File: src/rtl/core/npdr_pkg.sv
`timescale 1ns / 1ps
// Shared widths, status codes, register indexes and luma constants for the
// pixel depth reducer. No dependencies.
package npdr_pkg;

	localparam int SAMPLE_W   = 8;
	localparam int STATUS_W   = 3;
	localparam int CFG_IDX_W  = 2;
	localparam int CFG_DATA_W = 13;
	localparam int DIM_W      = 13;

	localparam int DEF_MAX_WIDTH  = 4096;
	localparam int DEF_MAX_HEIGHT = 4096;

	typedef logic [STATUS_W-1:0] status_t;

	localparam status_t ST_DATA  = 3'd0;
	localparam status_t ST_DONE  = 3'd1;
	localparam status_t ST_OVER  = 3'd2;
	localparam status_t ST_TRUNC = 3'd3;
	localparam status_t ST_EXTRA = 3'd4;

	localparam logic [CFG_IDX_W-1:0] REG_MODE   = 2'd0;
	localparam logic [CFG_IDX_W-1:0] REG_WIDTH  = 2'd1;
	localparam logic [CFG_IDX_W-1:0] REG_HEIGHT = 2'd2;
	localparam logic [CFG_IDX_W-1:0] REG_MAXVAL = 2'd3;

	localparam logic MODE_BILEVEL = 1'b0;
	localparam logic MODE_LUMA    = 1'b1;

	// 299r + 587g + 114b peaks at 255000
	localparam int LUMA_W = 18;
	localparam logic [LUMA_W-1:0] COEF_R = 18'd299;
	localparam logic [LUMA_W-1:0] COEF_G = 18'd587;
	localparam logic [LUMA_W-1:0] COEF_B = 18'd114;

	// x / 1000 == (x * ceil(2^28 / 1000)) >> 28, exact for x < 2^18
	localparam int RECIP_W     = 19;
	localparam int RECIP_SHIFT = 28;
	localparam logic [RECIP_W-1:0] RECIP_1000 = 19'd268436;

	localparam logic [1:0] COMP_RED   = 2'd0;
	localparam logic [1:0] COMP_GREEN = 2'd1;
	localparam logic [1:0] COMP_BLUE  = 2'd2;

endpackage

File: src/rtl/core/npdr_if.sv
`timescale 1ns / 1ps
// Channel interfaces for the pixel depth reducer: sample input, result output
// and register write. Depends on npdr_pkg.
interface npdr_in_if;
	logic                          valid;
	logic                          ready;
	logic [npdr_pkg::SAMPLE_W-1:0] sample;
	logic                          end_of_data;

	modport source (output valid, output sample, output end_of_data, input ready);
	modport sink (input valid, input sample, input end_of_data, output ready);
endinterface

interface npdr_out_if;
	logic                          valid;
	logic                          ready;
	logic [npdr_pkg::SAMPLE_W-1:0] out_byte;
	npdr_pkg::status_t             status;

	modport source (output valid, output out_byte, output status, input ready);
	modport sink (input valid, input out_byte, input status, output ready);
endinterface

interface npdr_cfg_if;
	logic                            valid;
	logic                            ready;
	logic [npdr_pkg::CFG_IDX_W-1:0]  index;
	logic [npdr_pkg::CFG_DATA_W-1:0] data;

	modport source (output valid, output index, output data, input ready);
	modport sink (input valid, input index, input data, output ready);
endinterface

File: src/rtl/core/netpbm_pixel_depth_reducer_core.sv
`timescale 1ns / 1ps
// Pixel depth reducer top level: register file, frame tracking and the
// result pipeline. Depends on npdr_pkg, npdr_if and npdr_div1000.
//
// Usage:
//   pix_in  takes one sample byte per word, or an end marker (end_of_data).
//   pix_out gives one word per packed bilevel byte, grey byte or status.
//   cfg     writes mode, image_width, image_height, max_value by index;
//           write only while no words are in flight. cfg.ready is always high.
// Mode 0 packs thresholded grey samples MSB first, rows padded with ones.
// Mode 1 turns r, g, b triples into one grey byte.
// A result passes the input register, the decision register and then the
// output register before it shows on pix_out. Throughput is one word per
// cycle while pix_out does not stall; the frame counters and the luma partial
// sum close their loop within the decision stage each cycle.
// Samples that only add to a packed byte or a triple give no result.
// Reset clears all frame state and returns the registers to their defaults.
// When pix_out stalls, the three stages fill up and pix_in.ready drops
// only once every stage holds a word; bubbles are squeezed out first.
module netpbm_pixel_depth_reducer_core #(
	parameter int MAX_WIDTH  = npdr_pkg::DEF_MAX_WIDTH,
	parameter int MAX_HEIGHT = npdr_pkg::DEF_MAX_HEIGHT
) (
	input  logic        clk,
	input  logic        arst_n,
	npdr_in_if.sink     pix_in,
	npdr_out_if.source  pix_out,
	npdr_cfg_if.sink    cfg
);
	import npdr_pkg::*;

	localparam int CW = $clog2(MAX_WIDTH);
	localparam int WW = $clog2(MAX_WIDTH + 1);
	localparam int RW = (MAX_HEIGHT > 1) ? $clog2(MAX_HEIGHT) : 1;
	localparam int HW = $clog2(MAX_HEIGHT + 1);
	localparam int XW = (WW > DIM_W) ? WW : DIM_W;
	localparam int YW = (HW > DIM_W) ? HW : DIM_W;

	// configuration
	logic                mode_q;
	logic [DIM_W-1:0]    width_q;
	logic [DIM_W-1:0]    height_q;
	logic [SAMPLE_W-1:0] maxval_q;

	// frame state
	logic [CW-1:0]       col_q;
	logic [RW-1:0]       row_q;
	logic [7:0]          bits_q;
	logic [2:0]          pos_q;
	logic [1:0]          comp_q;
	logic [LUMA_W-1:0]   luma_q;
	logic                err_q;
	logic                done_q;

	// pipeline
	logic                valid_s1;
	logic [SAMPLE_W-1:0] sample_s1;
	logic                eod_s1;
	logic                valid_s2;
	status_t             status_s2;
	logic [SAMPLE_W-1:0] byte_s2;
	logic                is_luma_s2;
	logic [LUMA_W-1:0]   sum_s2;
	logic                out_valid_q;
	logic [SAMPLE_W-1:0] out_byte_q;
	status_t             status_q;

	logic out_en, s2_en, s1_en, step;

	assign out_en = !out_valid_q || pix_out.ready;
	assign s2_en  = !valid_s2 || out_en;
	assign s1_en  = !valid_s1 || s2_en;
	assign step   = valid_s1 && s2_en;

	assign pix_in.ready    = s1_en;
	assign cfg.ready       = 1'b1;
	assign pix_out.valid   = out_valid_q;
	assign pix_out.out_byte = out_byte_q;
	assign pix_out.status  = status_q;

	always_ff @(posedge clk or negedge arst_n) begin
		if (!arst_n) begin
			mode_q   <= MODE_BILEVEL;
			width_q  <= DIM_W'(1);
			height_q <= DIM_W'(1);
			maxval_q <= 8'd255;
		end else if (cfg.valid) begin
			unique case (cfg.index)
				REG_MODE:   mode_q   <= cfg.data[0];
				REG_WIDTH:  width_q  <= cfg.data[DIM_W-1:0];
				REG_HEIGHT: height_q <= cfg.data[DIM_W-1:0];
				REG_MAXVAL: maxval_q <= cfg.data[SAMPLE_W-1:0];
				default: ;
			endcase
		end
	end

	// effective dimensions: zero reads as one, large values clip to the limit
	logic [WW-1:0] eff_w;
	logic [HW-1:0] eff_h;

	always_comb begin
		if (width_q == '0)
			eff_w = WW'(1);
		else if (XW'(width_q) > XW'(MAX_WIDTH))
			eff_w = WW'(MAX_WIDTH);
		else
			eff_w = WW'(width_q);
		if (height_q == '0)
			eff_h = HW'(1);
		else if (YW'(height_q) > YW'(MAX_HEIGHT))
			eff_h = HW'(MAX_HEIGHT);
		else
			eff_h = HW'(height_q);
	end

	logic row_end, row_last, black, over, trunc_ok;
	logic [7:0] bit_mask, bits_or;

	assign row_end  = (WW'(col_q) + WW'(1)) >= eff_w;
	assign row_last = (HW'(row_q) + HW'(1)) >= eff_h;
	assign black    = !(SAMPLE_W'(sample_s1) > SAMPLE_W'(({1'b0, maxval_q} + 9'd1) >> 1));
	assign over     = sample_s1 > maxval_q;
	assign trunc_ok = done_q && (mode_q == MODE_BILEVEL || comp_q == COMP_RED);
	assign bit_mask = 8'h80 >> pos_q;
	assign bits_or  = black ? (bits_q | bit_mask) : bits_q;

	// decision stage
	logic [CW-1:0]       col_d;
	logic [RW-1:0]       row_d;
	logic [7:0]          bits_d;
	logic [2:0]          pos_d;
	logic [1:0]          comp_d;
	logic [LUMA_W-1:0]   luma_d;
	logic                err_d, done_d;
	logic                emit;
	status_t             emit_status;
	logic [SAMPLE_W-1:0] emit_byte;
	logic                emit_luma;
	logic [LUMA_W-1:0]   emit_sum;
	logic                advance;

	always_comb begin
		col_d       = col_q;
		row_d       = row_q;
		bits_d      = bits_q;
		pos_d       = pos_q;
		comp_d      = comp_q;
		luma_d      = luma_q;
		err_d       = err_q;
		done_d      = done_q;
		emit        = 1'b0;
		emit_status = ST_DATA;
		emit_byte   = '0;
		emit_luma   = 1'b0;
		emit_sum    = luma_q + LUMA_W'(sample_s1) * COEF_B;
		advance     = 1'b0;
		if (eod_s1) begin
			if (!err_q) begin
				emit        = 1'b1;
				emit_status = trunc_ok ? ST_DONE : ST_TRUNC;
			end
			col_d  = '0;
			row_d  = '0;
			bits_d = '0;
			pos_d  = '0;
			comp_d = COMP_RED;
			luma_d = '0;
			err_d  = 1'b0;
			done_d = 1'b0;
		end else if (err_q) begin
			// swallow samples until the end marker
		end else if (done_q) begin
			err_d       = 1'b1;
			emit        = 1'b1;
			emit_status = ST_EXTRA;
		end else if (over) begin
			err_d       = 1'b1;
			emit        = 1'b1;
			emit_status = ST_OVER;
		end else if (mode_q == MODE_BILEVEL) begin
			advance = 1'b1;
			if (pos_q == 3'd7 || row_end) begin
				emit      = 1'b1;
				emit_byte = bits_or | (8'h7F >> pos_q);
				bits_d    = '0;
				pos_d     = '0;
			end else begin
				bits_d = bits_or;
				pos_d  = pos_q + 3'd1;
			end
		end else if (comp_q == COMP_RED) begin
			luma_d = LUMA_W'(sample_s1) * COEF_R;
			comp_d = COMP_GREEN;
		end else if (comp_q == COMP_GREEN) begin
			luma_d = luma_q + LUMA_W'(sample_s1) * COEF_G;
			comp_d = COMP_BLUE;
		end else begin
			emit      = 1'b1;
			emit_luma = 1'b1;
			comp_d    = COMP_RED;
			advance   = 1'b1;
		end
		if (advance) begin
			if (row_end) begin
				col_d = '0;
				if (row_last) begin
					row_d  = '0;
					done_d = 1'b1;
				end else begin
					row_d = RW'(row_q + RW'(1));
				end
			end else begin
				col_d = CW'(col_q + CW'(1));
			end
		end
	end

	always_ff @(posedge clk or negedge arst_n) begin
		if (!arst_n) begin
			col_q  <= '0;
			row_q  <= '0;
			bits_q <= '0;
			pos_q  <= '0;
			comp_q <= COMP_RED;
			luma_q <= '0;
			err_q  <= 1'b0;
			done_q <= 1'b0;
		end else if (step) begin
			col_q  <= col_d;
			row_q  <= row_d;
			bits_q <= bits_d;
			pos_q  <= pos_d;
			comp_q <= comp_d;
			luma_q <= luma_d;
			err_q  <= err_d;
			done_q <= done_d;
		end
	end

	// input register
	always_ff @(posedge clk or negedge arst_n) begin
		if (!arst_n)
			valid_s1 <= 1'b0;
		else if (s1_en)
			valid_s1 <= pix_in.valid;
	end

	always_ff @(posedge clk) begin
		if (s1_en && pix_in.valid) begin
			sample_s1 <= pix_in.sample;
			eod_s1    <= pix_in.end_of_data;
		end
	end

	// decision register; only words that give a result move on
	always_ff @(posedge clk or negedge arst_n) begin
		if (!arst_n)
			valid_s2 <= 1'b0;
		else if (s2_en)
			valid_s2 <= step && emit;
	end

	always_ff @(posedge clk) begin
		if (step && emit) begin
			status_s2  <= emit_status;
			byte_s2    <= emit_byte;
			is_luma_s2 <= emit_luma;
			sum_s2     <= emit_sum;
		end
	end

	logic [SAMPLE_W-1:0] grey;

	npdr_div1000 u_div (
		.dividend (sum_s2),
		.quotient (grey)
	);

	// output register
	always_ff @(posedge clk or negedge arst_n) begin
		if (!arst_n)
			out_valid_q <= 1'b0;
		else if (out_en)
			out_valid_q <= valid_s2;
	end

	always_ff @(posedge clk) begin
		if (out_en && valid_s2) begin
			out_byte_q <= is_luma_s2 ? grey : byte_s2;
			status_q   <= status_s2;
		end
	end

endmodule

File: src/rtl/core/npdr_div1000.sv
`timescale 1ns / 1ps
// Divide the weighted luma sum by 1000 with a reciprocal multiply.
// Depends on npdr_pkg.
module npdr_div1000 (
	input  logic [npdr_pkg::LUMA_W-1:0]   dividend,
	output logic [npdr_pkg::SAMPLE_W-1:0] quotient
);
	import npdr_pkg::*;

	logic [LUMA_W+RECIP_W-1:0] prod;

	assign prod     = (LUMA_W+RECIP_W)'(dividend) * (LUMA_W+RECIP_W)'(RECIP_1000);
	assign quotient = prod[RECIP_SHIFT +: SAMPLE_W];

endmodule

File: src/flat_wrapper.sv
// flat-port wrapper written by rule: the top's interface ports become plain ports
module netpbm_pixel_depth_reducer_core_flat import npdr_pkg::*;
#(
	parameter int MAX_WIDTH  = npdr_pkg::DEF_MAX_WIDTH,
	parameter int MAX_HEIGHT = npdr_pkg::DEF_MAX_HEIGHT
)
  (clk, arst_n, pix_in_valid, pix_in_sample, pix_in_end_of_data, pix_in_ready, pix_out_valid, pix_out_out_byte, pix_out_status, pix_out_ready, cfg_valid, cfg_index, cfg_data, cfg_ready);
  npdr_in_if pix_in_i ();
  npdr_out_if pix_out_i ();
  npdr_cfg_if cfg_i ();
  input  logic clk;
  input  logic arst_n;
  input wire logic [$bits(pix_in_i.valid)-1:0] pix_in_valid;
  input wire logic [$bits(pix_in_i.sample)-1:0] pix_in_sample;
  input wire logic [$bits(pix_in_i.end_of_data)-1:0] pix_in_end_of_data;
  output wire logic [$bits(pix_in_i.ready)-1:0] pix_in_ready;
  output wire logic [$bits(pix_out_i.valid)-1:0] pix_out_valid;
  output wire logic [$bits(pix_out_i.out_byte)-1:0] pix_out_out_byte;
  output wire logic [$bits(pix_out_i.status)-1:0] pix_out_status;
  input wire logic [$bits(pix_out_i.ready)-1:0] pix_out_ready;
  input wire logic [$bits(cfg_i.valid)-1:0] cfg_valid;
  input wire logic [$bits(cfg_i.index)-1:0] cfg_index;
  input wire logic [$bits(cfg_i.data)-1:0] cfg_data;
  output wire logic [$bits(cfg_i.ready)-1:0] cfg_ready;
  assign pix_in_i.valid = pix_in_valid;
  assign pix_in_i.sample = pix_in_sample;
  assign pix_in_i.end_of_data = pix_in_end_of_data;
  assign pix_in_ready = pix_in_i.ready;
  assign pix_out_valid = pix_out_i.valid;
  assign pix_out_out_byte = pix_out_i.out_byte;
  assign pix_out_status = pix_out_i.status;
  assign pix_out_i.ready = pix_out_ready;
  assign cfg_i.valid = cfg_valid;
  assign cfg_i.index = cfg_index;
  assign cfg_i.data = cfg_data;
  assign cfg_ready = cfg_i.ready;
  netpbm_pixel_depth_reducer_core #(.MAX_WIDTH(MAX_WIDTH), .MAX_HEIGHT(MAX_HEIGHT)) u_core (.clk(clk), .arst_n(arst_n), .pix_in(pix_in_i), .pix_out(pix_out_i), .cfg(cfg_i));
endmodule
File: config.mk
export PLATFORM = sky130hd
export DESIGN_NAME = netpbm_pixel_depth_reducer_core_flat
export DESIGN_NICKNAME = d
export VERILOG_FILES = /design/src/rtl/core/npdr_pkg.sv /design/src/rtl/core/npdr_if.sv /design/src/rtl/core/netpbm_pixel_depth_reducer_core.sv /design/src/rtl/core/npdr_div1000.sv /design/src/flat_wrapper.sv
export SDC_FILE = /design/constraint.sdc
export NUM_CORES = 1
export LEC_CHECK = 0
export ABC_AREA = 1
export BUFFER_PORTS_ARGS = -buffer_cell sky130_fd_sc_hd__buf_2
export CAP_MARGIN = 25
export CORE_ASPECT_RATIO = 0.6
export CORE_UTILIZATION = 45
export CTS_CLUSTER_DIAMETER = 100
export DETAILED_ROUTE_END_ITERATION = 8
export PLACE_DENSITY = 0.69
export SLEW_MARGIN = 30
export SYNTH_ARGS = -nofsm -noshare
export SYNTH_HDL_FRONTEND = slang
export SYNTH_SLANG_ARGS = --single-unit
File: constraint.sdc
create_clock -name clk -period 5.35 [get_ports clk]
set_input_delay 0.2675 -clock clk [delete_from_list [all_inputs] [get_ports clk]]
set_output_delay 0.2675 -clock clk [all_outputs]
set_load 0.02 [all_outputs]
### Word level (Yosys, flattened, before mapping)

Index checks and enable logic that the tools add are counted.

* add/subtract/negate cells: 8
* multipliers: 4
* divide/modulo/power cells: 0
* order comparisons: 6
* eq/ne operators: 9
* shift operators: 2
* multiplexer cells: 67
* bitwise logic cells: 4
* reductions and logical operators: 30

Operators with widths (number)
* $mux W18: 7
* $mux W12: 7
* $mux W8: 8
* $mux W13: 4
* $mul A18 B17 Y34 const B: 1
* $mux W3: 10
* $add A12 B1 Y13 const B: 2
* $ge A13 B13 Y1: 2
* $gt A13 B13 Y1 const B: 2
* $logic_not A13 Y1: 2
* $add A12 B1 Y12 const B: 2
* $mux W1: 22
* $add A18 B15 Y18: 1
* $add A18 B18 Y18: 1
* $mul A8 B10 Y18 const B: 1
* $mux W2: 9
* $mul A8 B9 Y17 const B: 1
* $gt A8 B8 Y1: 2
* $or A8 B8 Y8: 2
* $mul A8 B6 Y14 const B: 1
* $reduce_and A2 Y1: 5
* $reduce_and A5 Y1: 2
* $add A8 B1 Y9 const B: 1
* $shr A7 B3 Y8 const A: 1
* 17 further kinds: 34

* register bits after elaboration: 145
* bits in latches: 0
* RAM bits: 0
* ROM bits: 0
* input port bits: 29
* output and inout bits: 14
* memories kept: 0

### Depth between registers and ports, before layout

* depth in word-level cells: 12
* mapped depth: 22
* gate-level depth less buffers: 22

### Hierarchy

Synthesis repeated with hierarchy kept, for this count alone.

* cells, all modules: 2215
* area total of the unflattened synthesis: 17222.8 µm²

Modules (own cells, without submodules)
* netpbm_pixel_depth_reducer_core: times used 1, cells each 1621, area an instance 12843.6 µm², seq. area each 3891.2 µm²
* npdr_div1000: times used 1, cells each 594, area an instance 4379.2 µm², seq. area each 0.0 µm²

### Worst setup path after synthesis

Ideal clock, no wire load.

* kind: reg-to-reg
* start point: register u_core.sum_s2[6]
* end point: register u_core.out_byte_q[2] (netlist: u_core.pix_out.out_byte[2]) (data pin)
* setup time: 253 ps
* arrival time: 4241 ps
* path slack: 856 ps
* stages on the path, launching flop included: 19
* cell sequence: edfxtp_1 -> ha_1 -> ha_1 -> fa_1 -> inv_1 -> fa_1 -> inv_1 -> fa_1 -> inv_1 -> fa_1 -> inv_1 -> ha_1 -> a21oi_1 -> o21ai_0 -> nand3_1 -> nor3b_1 -> nand3_1 -> nand3_1 -> nand2_1

* word-level cells in the longest chain between the ends: 2

Ends and longest elaborated chain
* start, declared: RTL line netpbm_pixel_depth_reducer_core.sv:63 `logic [LUMA_W-1:0] sum_s2;`
* start signal, assigned: RTL line netpbm_pixel_depth_reducer_core.sv:269 `sum_s2 <= emit_sum;`
* $mul A18 B17 Y34: RTL line npdr_div1000.sv:12 `assign prod = (LUMA_W+RECIP_W)'(dividend) * (LUMA_W+RECIP_W)'(RECIP_1000);`
* $mux W8: RTL line netpbm_pixel_depth_reducer_core.sv:290 `out_byte_q <= is_luma_s2 ? grey : byte_s2;`
* end signal, assigned: RTL line netpbm_pixel_depth_reducer_core.sv:290
* end, declared: RTL line netpbm_pixel_depth_reducer_core.sv:65 `logic [SAMPLE_W-1:0] out_byte_q;`

No other way between the ends.
A chain may end at the register's enable or synchronous reset.

### Final worst setup path

* start point: register u_core.sum_s2[4]
* end point: register u_core.out_byte_q[7] (netlist: u_core.pix_out.out_byte[7]) (data pin)

Same word-level chain as after synthesis.

==> impl_results.md <==
- Nets: between 2,000 and 3,000
- R2r endpoint: u_core.pix_out.out_byte[7]
- Worst slack, placed: 0.503 ns
- Routed vias/inst: between 5 and 6
- Port Buffers: ~40
- FILL cells: ~3,500
- Initial antenna violation count: 0
- CTS buffer count: 17
- Diode count: 0
- Total number of yosys warnings: 0
- Syn_area_per_cell: between 8 and 9 um^2
- Slowest-stage cell, CP: fa_1
- WL/cell: about 16 um
- IO Pins: 43
- Die area: about 38,000 um^2
- Synth Flop Type: dfrtp_1
- Final GP Congestion: roughly 0.9
- Cell Rows: 54
- Worst Path Max Fanout: 6
- First-pass detailed-route iteration total: 5
- Final worst slack: approximately 0.48 ns
- Reg2reg start: u_core.sum_s2[4]
- RSZ-0062 raised after global routing: false
- Fraction of registers with async set/reset: 0.655
- GR Util met2: 0.321
- Number of flops mapped to enable cells by yosys: 50
- Fmax: about 210 MHz
- Vias: approximately 14,000
- CTS tree: yes
- Setup TNS: 0 ns
- CTS max path bufs: 2
- Mapped Nets: 2,511
- Worst Path Required: between 5 and 6 ns
- Die height: between 150 and 200 um
- H-tree Lvls: 4
- Mapped Cells: just over 2,000
- Post-layout instance area: 18,100 um^2
- WP data arrival: 5.07 ns
- Layout area overhead: 8.70%
- Register area share after synthesis: 0.234
- CP cell instances: ha_1, ha_1, inv_1, fa_1, inv_1, ha_1, fa_1, inv_1, fa_1, inv_1, ha_1, nand2_1, nor2_1, nor3b_1, nand2_1, nand2_1, nand2_1, nand2_1, nand2_1, nand3_1, nand2_1
- Total grt overflow: 0
- Final hold violation count: 0
- Clock root cell: clkbuf_16
- Worst-skew pair later-pin latency: between 0.4 and 0.5 ns
- Met3 usage: 0.0450
- First-pass GRT wire length: 68,500 um
- Fin crit share: 0.909
- Most frequent CP cell: nand2_1
- Setup violators final: 0
- Drt total wl: 42,100 um
- Detailed-route DRC error count: 0
- Sink of the worst hold path: u_core.maxval_q[2]
- Post-Synthesis Cell Area: approximately 17,000 um^2
- Setup bufs post-CTS: 0
- Hold Crit Start: cfg_data[2]
- R2r setup slk: slightly below 0.5 ns
- Slew Limit Fails: 0
- Layout cells sized above 1: 0.0591
- DRT iter0 DRCs: between 900 and 1,000
- Gr usage total: 0.233
- Antenna Nets Post-Route: 0
- Post_cts resized: 0
- Max-cap check violation count: 0
- Critical Path Start Type: flop
- Worst min-delay path category: input port to flop
- Detailed placement HPWL: approximately 35,000 um
- Initial Util: 0.458
- R2r worst-path depth: 21
- Commonest non-fill, non-tap cell in the layout: nand2_1
- Hold path cells: 3
- Largest stage delay, worst path: around 0.55 ns
- Placed instance area: 17,400 um^2
- Kind of critical path: flop to flop
- Worst Tran Pin Value: around 0.94 ns
- Die Wd: around 250 um
- Core area: roughly 36,000 um^2
- Rel. slew slack: 0.374
- Worst-path clk slew: 0.07 ns
- GRT busiest layer: met1
- Crit end category: flop
- Met1 Track Usage GR: 0.370
- Status: finished clean
- CTS Hold Bufs: 10
- Fin crit period: 4.87 ns
- Pin count of the biggest net entering global routing: 57
- Yosys cell types: between 50 and 60
- Most frequent cells in the layout: 427 x nand2_1, 379 x inv_1, 323 x ha_1, 156 x nand3_1, 119 x nor2_1
- Sink Count: ~150
- Flops & latches, synth: 145
- Clock skew: approximately 0.018 ns
- Vias in the first global route: between 10,000 and 15,000
[kinds of logic (layout without fill, tap and decap cells)]
group                      count (synthesis)  in the layout  synth area share
DFF                                      145            145             0.234
adders and majority gates                417            417             0.356
xor gates and xnor gates                  52             52            0.0274
AOI/OAI and AO/OA                        260            260            0.0844
buffers and inverters                    412            480            0.0955
and+or+nand+nor                          778            778             0.203
other                                      1              1          0.000225
[layer usage]
layer | share of wire | up-vias
met5 | 0 | -
met1 | 0.53 | 6521
met4 | 0.011 | 0
met3 | 0.070 | 34
li1 | - | 6846
met2 | 0.39 | 349
[sequential cells by signal (all words and copies together) (netlist names), 2 cells and up]
register / flops
u_core.luma_q: 18
u_core.sum_s2: 18
u_core.status_s2: 3
u_core.height_q: 13
u_core.width_q: 13
u_core.comp_q: 2
u_core.maxval_q: 8
u_core.row_q: 12
u_core.bits_q: 8
u_core.pix_out.out_byte: 8
u_core.col_q: 12
u_core.sample_s1: 8
u_core.pos_q: 3
u_core.pix_out.status: 3
u_core.byte_s2: 8
[cell type report]
cell class | count | area, um^2 | area share
Clock buffer | 17 | 425 | 0.0235
Clock inverter | 15 | 174 | 0.00961
Multi-Input combinational cell | 1508 | 11200 | 0.617
Timing Repair Buffer | 62 | 390 | 0.0216
Tap cell | 476 | 596 | 0.0329
Sequential cell | 145 | 3890 | 0.215
Inverter | 386 | 1450 | 0.0801
[critical path: cells and delay by family, from the launching register on]
kind	cells	cell delay (ns)
adders and majority gates	7	2.75
and+or+nand+nor	10	1.16
DFF	1	0.54
buffers and inverters	4	0.20
[worst max path at each step]
stage,startpoint,end,cells past startpoint
after floorplan,u_core.sum_s2[6],u_core.pix_out.out_byte[2],18
after global placement,u_core.sum_s2[6],u_core.pix_out.out_byte[2],18
after detailed placement,u_core.sum_s2[4],u_core.pix_out.out_byte[7],21
after CTS,u_core.sum_s2[4],u_core.pix_out.out_byte[7],21
after global routing,u_core.sum_s2[4],u_core.pix_out.out_byte[7],21
final,u_core.sum_s2[4],u_core.pix_out.out_byte[7],21
[stage by stage]
stage,hold WS [ns],utilization,std cells
after floorplan,-0.0281,-,2065
after CTS,0.0641,0.498,2609
after detailed placement,0.285,0.478,2567
final,0.0859,0.498,2609
after global placement,0.283,0.478,2567
after global routing,0.0879,0.498,2609
[cell usage after synthesis, types with 10 or more instances]
library cell / count / share of area
a21oi_1: 102 / 0.031
buf_2: 10 / 0.0030
dfrtp_1: 85 / 0.13
dfstp_2: 10 / 0.016
edfxtp_1: 50 / 0.090
fa_1: 94 / 0.11
ha_1: 323 / 0.24
inv_1: 380 / 0.086
nand2_1: 427 / 0.096
nand3_1: 156 / 0.047
nand4_1: 14 / 0.0053
nor2_1: 119 / 0.027
nor3_1: 15 / 0.0045
o21ai_0: 100 / 0.030
o21ai_1: 16 / 0.0048
o21bai_1: 10 / 0.0045
xnor2_1: 11 / 0.0058
xor2_1: 41 / 0.022
Power is left out: the tool's default activity adds up to more than one toggle a clock period on the data nets, which glitch-free logic cannot reach.
